### config.mk
export PLATFORM = sky130hd
export DESIGN_NAME = sces_ctrl
export DESIGN_NICKNAME = d
export VERILOG_FILES = /design/src/design/sorted_coordinate_element_store_unit_macros.svh /design/src/design/sces_pkg.sv /design/src/design/sces_ctrl.sv
export SDC_FILE = /design/constraint.sdc
export NUM_CORES = 1
export LEC_CHECK = 0
export BUFFER_PORTS_ARGS = -buffer_cell sky130_fd_sc_hd__buf_2
export CAP_MARGIN = 10
export CORE_AREA = 2 2 39 41
export CTS_BUF_LIST = sky130_fd_sc_hd__clkbuf_8 sky130_fd_sc_hd__clkbuf_16
export DETAILED_ROUTE_END_ITERATION = 10
export DIE_AREA = 0 0 41 43
export GPL_TIMING_DRIVEN = 0
export PLACE_DENSITY = 0.7
export SYNTH_ARGS = -nofsm -noshare
export SYNTH_HDL_FRONTEND = slang
export SYNTH_SLANG_ARGS = --single-unit
### constraint.sdc
create_clock -name aclk -period 1.2 [get_ports aclk]
set_input_delay 0.24 -clock aclk [delete_from_list [all_inputs] [get_ports aclk]]
set_output_delay 0.24 -clock aclk [all_outputs]
set_load 0.02 [all_outputs]
### src/design/sorted_coordinate_element_store_unit_macros.svh
// Assertion macros for the sorted coordinate element store
`ifndef SORTED_COORDINATE_ELEMENT_STORE_UNIT_MACROS_SVH
`define SORTED_COORDINATE_ELEMENT_STORE_UNIT_MACROS_SVH

`define SCES_ASSERT(label, clk, rstn, prop, msg) \
    label: assert property (@(posedge clk) disable iff (!rstn) (prop)) else $error(msg);

`define SCES_ASSERT_RST(label, clk, prop, msg) \
    label: assert property (@(posedge clk) (prop)) else $error(msg);

`endif

### src/design/sces_pkg.sv
package sces_pkg;

    localparam int CAPACITY_DEF   = 1024;
    localparam int INDEX_BITS_DEF = 16;
    localparam int REG_W          = 17;
    localparam int VALUE_W        = 64;
    localparam int COUNT_W        = 11;
    localparam int CFG_IDX_W      = 1;

    localparam logic       FUNC_SET = 1'b0;
    localparam logic       FUNC_GET = 1'b1;
    localparam logic [1:0] ST_OK    = 2'd0;
    localparam logic [1:0] ST_OOB   = 2'd1;
    localparam logic [1:0] ST_FULL  = 2'd2;
    localparam logic       CFG_ROWS = 1'b0;
    localparam logic       CFG_COLS = 1'b1;

    typedef struct packed {
        logic                       func;
        logic [INDEX_BITS_DEF-1:0]  row;
        logic [INDEX_BITS_DEF-1:0]  col;
        logic [VALUE_W-1:0]         value;
    } req_t;

    typedef struct packed {
        logic [VALUE_W-1:0]  read_value;
        logic                found;
        logic [1:0]          status;
        logic [COUNT_W-1:0]  entry_count;
    } rsp_t;

    typedef enum logic [3:0] {
        S_IDLE, S_CHECK, S_RD, S_WAIT, S_CMP, S_DECIDE,
        S_SHRD, S_SHWAIT, S_SHWR, S_INS, S_OUT
    } state_t;

    typedef struct packed {
        logic load;
        logic bound;
        logic rd_mid;
        logic cmp;
        logic rd_shift;
        logic wr_shift;
        logic wr_hit;
        logic wr_ins;
        logic rsp_oob;
        logic rsp_full;
        logic rsp_done;
    } cmd_t;

    typedef struct packed {
        logic oob;
        logic search_done;
        logic hit;
        logic full;
        logic is_get;
        logic shift_done;
    } sts_t;

endpackage

### src/design/sces_ctrl.sv
module sces_ctrl (
    input  logic              aclk,
    input  logic              aresetn,
    input  logic              s_valid,
    output logic              s_ready,
    input  logic              rsp_busy,
    input  sces_pkg::sts_t    sts,
    output sces_pkg::cmd_t    cmd
);

    sces_pkg::state_t state_reg, state_next;

    always_ff @(posedge aclk) begin
        if (!aresetn) begin
            state_reg <= sces_pkg::S_IDLE;
        end else begin
            state_reg <= state_next;
        end
    end

    always_comb begin
        state_next = state_reg;
        unique case (state_reg)
            sces_pkg::S_IDLE:   if (s_valid) state_next = sces_pkg::S_CHECK;
            sces_pkg::S_CHECK:  state_next = sts.oob ? sces_pkg::S_OUT : sces_pkg::S_RD;
            sces_pkg::S_RD:     state_next = sts.search_done ? sces_pkg::S_DECIDE
                                                             : sces_pkg::S_WAIT;
            sces_pkg::S_WAIT:   state_next = sces_pkg::S_CMP;
            sces_pkg::S_CMP:    state_next = sces_pkg::S_RD;
            sces_pkg::S_DECIDE: begin
                if (sts.hit || sts.is_get || sts.full) state_next = sces_pkg::S_OUT;
                else if (sts.shift_done) state_next = sces_pkg::S_INS;
                else state_next = sces_pkg::S_SHRD;
            end
            sces_pkg::S_SHRD:   state_next = sts.shift_done ? sces_pkg::S_INS
                                                            : sces_pkg::S_SHWAIT;
            sces_pkg::S_SHWAIT: state_next = sces_pkg::S_SHWR;
            sces_pkg::S_SHWR:   state_next = sces_pkg::S_SHRD;
            sces_pkg::S_INS:    state_next = sces_pkg::S_OUT;
            sces_pkg::S_OUT:    if (!rsp_busy) state_next = sces_pkg::S_IDLE;
            default:            state_next = sces_pkg::S_IDLE;
        endcase
    end

    always_comb begin
        cmd = '0;
        s_ready = 1'b0;
        unique case (state_reg)
            sces_pkg::S_IDLE:   begin
                s_ready  = 1'b1;
                cmd.load = s_valid;
            end
            sces_pkg::S_CHECK:  cmd.bound = 1'b1;
            sces_pkg::S_RD:     cmd.rd_mid = ~sts.search_done;
            sces_pkg::S_CMP:    cmd.cmp = 1'b1;
            sces_pkg::S_DECIDE: begin
                if (sts.is_get || sts.hit) begin
                    cmd.wr_hit = ~sts.is_get & sts.hit;
                    cmd.rsp_done = 1'b0;
                end else if (sts.full) begin
                    cmd.rsp_full = 1'b1;
                end
            end
            sces_pkg::S_SHRD:   cmd.rd_shift = ~sts.shift_done;
            sces_pkg::S_SHWR:   cmd.wr_shift = 1'b1;
            sces_pkg::S_INS:    cmd.wr_ins = 1'b1;
            sces_pkg::S_OUT:    cmd.rsp_done = ~rsp_busy;
            default:            cmd = '0;
        endcase
        if (state_reg == sces_pkg::S_CHECK) cmd.rsp_oob = sts.oob;
    end

endmodule

* Word level (Yosys, flattened, before mapping)
Cells that the tools add are included.
** Operators by class
- Bitwise gates (word level) :: 5
- Muxes and demuxes :: 23
- Equal/unequal tests :: 12
- Reduce and logical (&&, ||, !) cells :: 4
** Operator list (count)
- one-hot mux 4 bit (11 select lines) :: 1
- 2-to-1 mux 4 bit :: 6
- == test 4 x 3 -> 1 bit, second input constant :: 4
- 2-to-1 mux 1 bit :: 15
- == test 4 bit, second input constant :: 3
- == test 4 x 2 -> 1 bit, second input constant :: 2
- == test 4 x 1 -> 1 bit, second input constant :: 1
- zero test 4 bit :: 1
- inequality test 2 bit, second input constant :: 2
- NOT 1 bit :: 4
- 2-to-1 mux 3 bit :: 1
- logical OR 1 bit :: 2
- AND reduction 2 bit :: 1
- bitwise AND 1 bit :: 1
** Word-level totals
- Word-level logic and storage cells :: 45
- Input bits :: 10
- Output and inout port bits :: 12
- Register bits :: 4

* Logic depth before layout (Yosys ltp)
Gate-level depths: netlist of the first run.
- Depth in word-level cells :: 4
- Depth in mapped cells :: 5
- Gate-level depth less buffers :: 4

* Least setup slack after synthesis of the first run
No wires, ideal clock.
- Kind :: flip-flop to output port
- From :: register state_reg[1]
- To :: output port cmd[1] in the netlist's numbering
- Data arrival time :: 1553 ps
- Data required time :: 960 ps
- Stages on the path, launching flop included :: 5
- Slack :: -593 ps
- Path buffers :: 1
- Cells stage by stage :: dfxtp_1 -> buf_4 -> nor2_1 -> nand3_1 -> nor4b_1
** RTL lines
- from (decl) :: line sces_ctrl.sv:11 : sces_pkg::state_t state_reg, state_next;
- from (signal assigned) :: line sces_ctrl.sv:15 : state_reg <= sces_pkg::S_IDLE;
- from (signal assigned) :: line sces_ctrl.sv:17 : state_reg <= state_next;
- to (decl) :: line sces_ctrl.sv:8 : output sces_pkg::cmd_t cmd

==> results of run 1 <==
-- final timing paths --
kind	startpoint	end	slack [ns]	depth (start not counted)
worst max register to register	state_reg[3]	state_reg[1]	-0.37	7
worst max-delay path	state_reg[1]	cmd[1]	-0.37	5
worst min register to register	state_reg[3]	state_reg[0]	0.79	5
worst min-delay path	aresetn	state_reg[2]	0.30	2
-- cell type report --
class	count	area, µm²
Clock inverter	1	3.754
Clock buffer	3	41.29
Timing Repair Buffer	44	365.4
Buffer	4	52.55
Multi-Input combinational cell	48	466.7
Inverter	3	11.26
Tap cell	16	20.02
Sequential cell	4	90.09
Fill cell	107	332.8
-- per-layer routing --
layer | part of all wire | vias up | track usage
met5 | 0 | - | 0
met4 | 0.019 | 0 | 0.1067
met3 | 0.049 | 4 | 0.02094
met2 | 0.53 | 34 | 0.3906
met1 | 0.40 | 327 | 0.2816
li1 | - | 311 | -
-- worst register-to-register path: stages (launching register included) --
cell and delay [ns]:
dfxtp_2 0.31, buf_6 0.12, buf_6 0.11, buf_6 0.12, or2_4 0.23, a211o_1 0.31, a21oi_2 0.16, o41a_1 0.15
-- what timing repair did --
action	CTS	global route
setup endpoints to repair	15	16
resized for setup	39	9
pin swaps	15	10
gates cloned	1	0
setup buffers	14	9
-- cells in the mapped netlist (2+ instances only) --
cell type / n / area share
a21oi_1: 3 / 0.036
nand2b_1: 4 / 0.060
buf_2: 2 / 0.024
nand3_1: 2 / 0.024
nor2_1: 8 / 0.072
o41a_1: 2 / 0.054
nor3_1: 5 / 0.060
dfxtp_1: 4 / 0.19
nor3b_1: 2 / 0.036
inv_1: 3 / 0.027
nand2_1: 4 / 0.036
and2_1: 2 / 0.030
-- power by group through the flow --
stage          logic, mW  clock network [mW]  registers (mW)
2_1_floorplan      0.851                   0           0.253
3_3_place_gp        1.07                   0           0.267
3_5_place_dp        1.08                   0           0.268
4_1_cts             1.69               0.299           0.277
5_1_grt             2.07               0.318           0.289
6_report            1.96               0.289           0.285
-- cell families (layout without fill, tap and decap cells) --
kind of cell	after synthesis	in the layout
buffers and inverters	7	55
AO/OA/AOI/OAI	14	14
AND/OR/NAND/NOR	34	34
flip-flops	4	4
-- through the flow --
stage                     instances  setup slack (ns)  hold WS [ns]
after global routing            123           -0.4294        0.3106
after CTS                       115           -0.3718        0.2877
after detailed placement         96           -0.2642        0.5160
after global placement           96           -0.2425        0.5167
after floorplan                  59           -0.1399        0.3569
final                           123           -0.3730        0.3038
==> results.yml, run 1 <==
run_status:
  status: "finished with violations"
  failed_checks: "negative setup slack"
grt:
  grt_max_degree: 8
  antenna_found_initial: 0
  grt_usage: 0.2334
  grt_pass1_wl_mm: 2.760
  overflow: 0
  grt_pass1_vias: 614
placed_design:
  place.gp.congestion: 0.7780
  dp_hpwl_um: 967.8
  postPlaceCellArea_um2: 661.9
  port_buffers: 21
logic_synthesis:
  synth_warnings: 0
  synth_edf_count: 0
  ys_ff_latch: 4
  yosysSeqAreaShare: 0.1922
  synth_fa_ha_area_frac: 0
  syn_area_per_cell_um2: 7.062
  yosys.area_share.simple: 0.4565
  netlist_area_um2: 416.7
  synthMuxAreaShare: 0
  synth-compound-area-share: 0.2553
  synth_top_family_by_area: "simple AND/OR/NAND/NOR gates"
  synth-xor-area-share: 0
  synthArstFlopShare: 0
  synth_flop_cell: "dfxtp_1"
  syn_nets: 69
  synth.distinct_cells: 30
  synthCells: 59
timing:
  period_minus_slack_ns: 1.573
  worst_slack_ns: -0.3730
  slew_violations: 0
  fmax_ghz: 0.6357
  fin_skew_ns: 0.002129
  maxSlewHeadroom: 0.6965
  rsz0062_at_grt: "true"
  finalSetupViolCount: 16
  tns_ns: -4.266
  tightest_slew_ns: 0.4518
  finalCritPeriodShare: 1.311
  hold_viol_final: 0
detailed_routing:
  viasPerCell: 5.496
  dr.pass1.iters: 4
  drtIter0Drc: 16
  num_vias: 676
  drt-total-wl_mm: 1.969
  wl_per_cell_um: 16.01
  ant_nets: 0
  drcViolationCount: 0
cells_and_area:
  nNetsFinal: 118
  drive_above_1_share: 0.7383
  syn2layout_area_growth_pct: 152.3
  final_util: 0.7595
  layout_common_cells: "22 x buf_4, 14 x buf_6, 9 x buf_2"
  largest_reg_flops: 4
  design_area_um2: 1051
  diodes: 0
  layout_commonest_cell: "buf_4"
floorplan:
  start_util: 0.3011
  die_x_um: 41
  core_area_um2: 1384
  die_h_um: 43
  io_pins: 22
  die_area_um2: 1763
  row_count: 14
power_and_ir_drop:
  power.density_nw_per_um2: 2412
  netSwitchingFraction: 0.4267
  p_int_mw: 1.453
  irDropWorstVdd_mv: 1.648
  clock_power_share: 0.114
  seq_power_share: 0.113
  p_sw_mw: 1.082
  static-leakage-power_nw: 0.4529
  power_frac_comb: 0.773
  finalPower_mw: 2.535
worst_setup_path:
  crit_arrival_ns: 1.33
  cp-start-kind: "register"
  worst-path-buf-inv: 2
  slowest_delay_ns: 0.31
  cp-end-kind: "primary output"
  cp_max_fo: 4
  crit_family: "simple AND/OR/NAND/NOR gates"
  critPathSlowestCell: "dfxtp_2"
  path_cells: "buf_6 -> nor2_4 -> nand3_4 -> nor4b_4 -> buf_4"
  path_class: "register to primary output"
  cp.required_ns: 0.96
clocking:
  root_buffer: "clkbuf_8"
  h-tree-depth: 1
  cts_tree: "yes"
  clkSinkCount: 4
  cts.path.max_buffers: 2
  clock_latency_ns: 0.22
  numCtsBuffers: 3
  postCtsHoldBufs: 0
  clk_pin_slew_ns: 0.03
run:
  maxCapViolCount: 0
hold_path:
  hold_class: "input port to register"
No activity file was read; power rests on OpenSTA's default activity.
==> run 2: changes to the inputs <==
Settings changed: SETUP_SLACK_MARGIN from default to 0.1.
==> run 2 against run 1 <==
Compared with the run above: the run still ends with negative setup slack left; clock-buffer cell count is the same; first-iteration DRC count shrank 44%; fmax shrank 0.10%; sequential cell count is the same; critical path depth is the same; critical endpoint unchanged; clock power is essentially flat; utilization shrank 4.2 points; worst hold slack lost 0.023 ns; combinational power shrank 7%.
==> results.yml, run 2 (same netlist as run 1, synthesis figures left out) <==
run_status:
  status: "finished with violations"
  failed_checks: "negative setup slack"
worst_setup_path:
  r2r_cells: 7
  r2r_slack_ns: -0.33
  cp_max_fo: 4
  cp-start-kind: "register"
  cp-end-kind: "primary output"
  crit_arrival_ns: 1.33
  r2r_end: "state_reg[1]"
  timing.rr.start: "state_reg[3]"
  startpoint: "state_reg[3]"
  cp.required_ns: 0.96
  path_class: "register to primary output"
floorplan:
  core_area_um2: 1384
  die_h_um: 43
  row_count: 14
  die_area_um2: 1763
  die_x_um: 41
  start_util: 0.3011
  io_pins: 22
run:
  maxCapViolCount: 0
hold_path:
  hold-path-endpoint: "state_reg[2]"
  hold_class: "input port to register"
  hold_depth: 2
  min_from: "aresetn"
cells_and_area:
  diodes: 0
  largest_reg_flops: 4
  layout_commonest_cell: "buf_4"
  nNetsFinal: 111
  syn2layout_area_growth_pct: 138.1
  layout_common_cells: "16 x buf_4, 14 x buf_6, 9 x buf_2"
  drive_above_1_share: 0.7200
  final_cells: 116
timing:
  fmax_ghz: 0.6351
  hold_viol_final: 0
  period_minus_slack_ns: 1.575
  finalCritPeriodShare: 1.312
  finalSetupViolCount: 16
  fin_skew_ns: 0.006451
  fin_hold_ws_ns: 0.2808
  tns_ns: -4.059
  maxSlewHeadroom: 0.7413
  slew_violations: 0
  rsz0062_at_grt: "true"
  tightest_slew_ns: 0.3851
  worst_slack_ns: -0.3746
detailed_routing:
  ant_nets: 0
  drtIter0Drc: 9
  viasPerCell: 5.362
  num_vias: 622
  drcViolationCount: 0
  drt-total-wl_mm: 1.648
  wl_per_cell_um: 14.21
  dr.pass1.iters: 4
placed_design:
  place.gp.congestion: 0.7965
  dp_hpwl_um: 959.4
  dp.cells: 96
  pre_cts_slack_ns: -0.2301
  port_buffers: 21
clocking:
  clkSinkCount: 4
  postCtsHoldBufs: 0
  numCtsBuffers: 3
  cts.path.max_buffers: 2
  h-tree-depth: 1
  cts_tree: "yes"
  clk_pin_slew_ns: 0.04
  root_buffer: "clkbuf_8"
  clock_latency_ns: 0.22
grt:
  grt_util_met2: 0.3500
  grt_max_degree: 8
  grt_pass1_wl_mm: 2.663
  met3_usage: 0.04712
  grtUsageMet1: 0.2419
  overflow: 0
  antenna_found_initial: 0
  grt.busiest_layer: "met2"
  grt_usage: 0.2201
  grt_pass1_vias: 648
power_and_ir_drop:
  power.density_nw_per_um2: 2429
  finalPower_mw: 2.410
  static-leakage-power_nw: 0.4130
  irDropWorstVdd_mv: 1.457
## run 2: critical path: stages, from the launching register on
cell and delay, ns:
dfxtp_2 0.31, buf_6 0.12, nor2_4 0.15, nand3_4 0.12
nor4b_4 0.25, buf_4 0.17
## run 2: layout make-up
type                       instances  area [µm²]
multi-input combinational         48       473.0
fill                             112       391.6
timing repair buffer              37       300.3
sequential                         4       90.09
buffer                             4       52.55
clock buffer                       3       41.29
tap                               16       20.02
inverter                           3       11.26
clock inverter                     1       3.754
## run 2: worst max path at each step
stage,end,slack [ns],depth (start not counted)
after floorplan,cmd[1],-0.14,4
after global placement,state_reg[1],-0.22,4
after detailed placement,state_reg[1],-0.23,4
after CTS,cmd[1],-0.38,5
after global routing,cmd[1],-0.44,5
final,cmd[1],-0.37,5
## run 2: repair_timing
action / CTS / global route
pin swaps: 16 / 9
cloned: 1 / 0
endpoints found under the setup margin: 16 / 16
setup buffers: 14 / 1
resized for setup: 37 / 5
endpoints found under the hold margin: 0 / 0
## run 2: metrics by stage
stage	cell area, µm²	utilization
finish	992.2	0.7170
global route	992.2	0.7170
CTS	963.4	0.6962
detailed placement	676.9	0.4892
global placement	676.9	0.4892
floorplan	551.8	-
## run 2: power breakdown
part	internal [mW]	total, mW	switching, mW
sequential	0.207	0.291	0.0842
clock	0.218	0.288	0.0698
combinational	0.965	1.83	0.866
## run 2: per-layer routing
| layer | vias up | wire length (µm) |
|---|---|---|
| li1 | 301 | - |
| met1 | 294 | 641 |
| met2 | 19 | 864 |
| met3 | 8 | 84 |
| met4 | 0 | 58 |
| met5 | - | 0 |
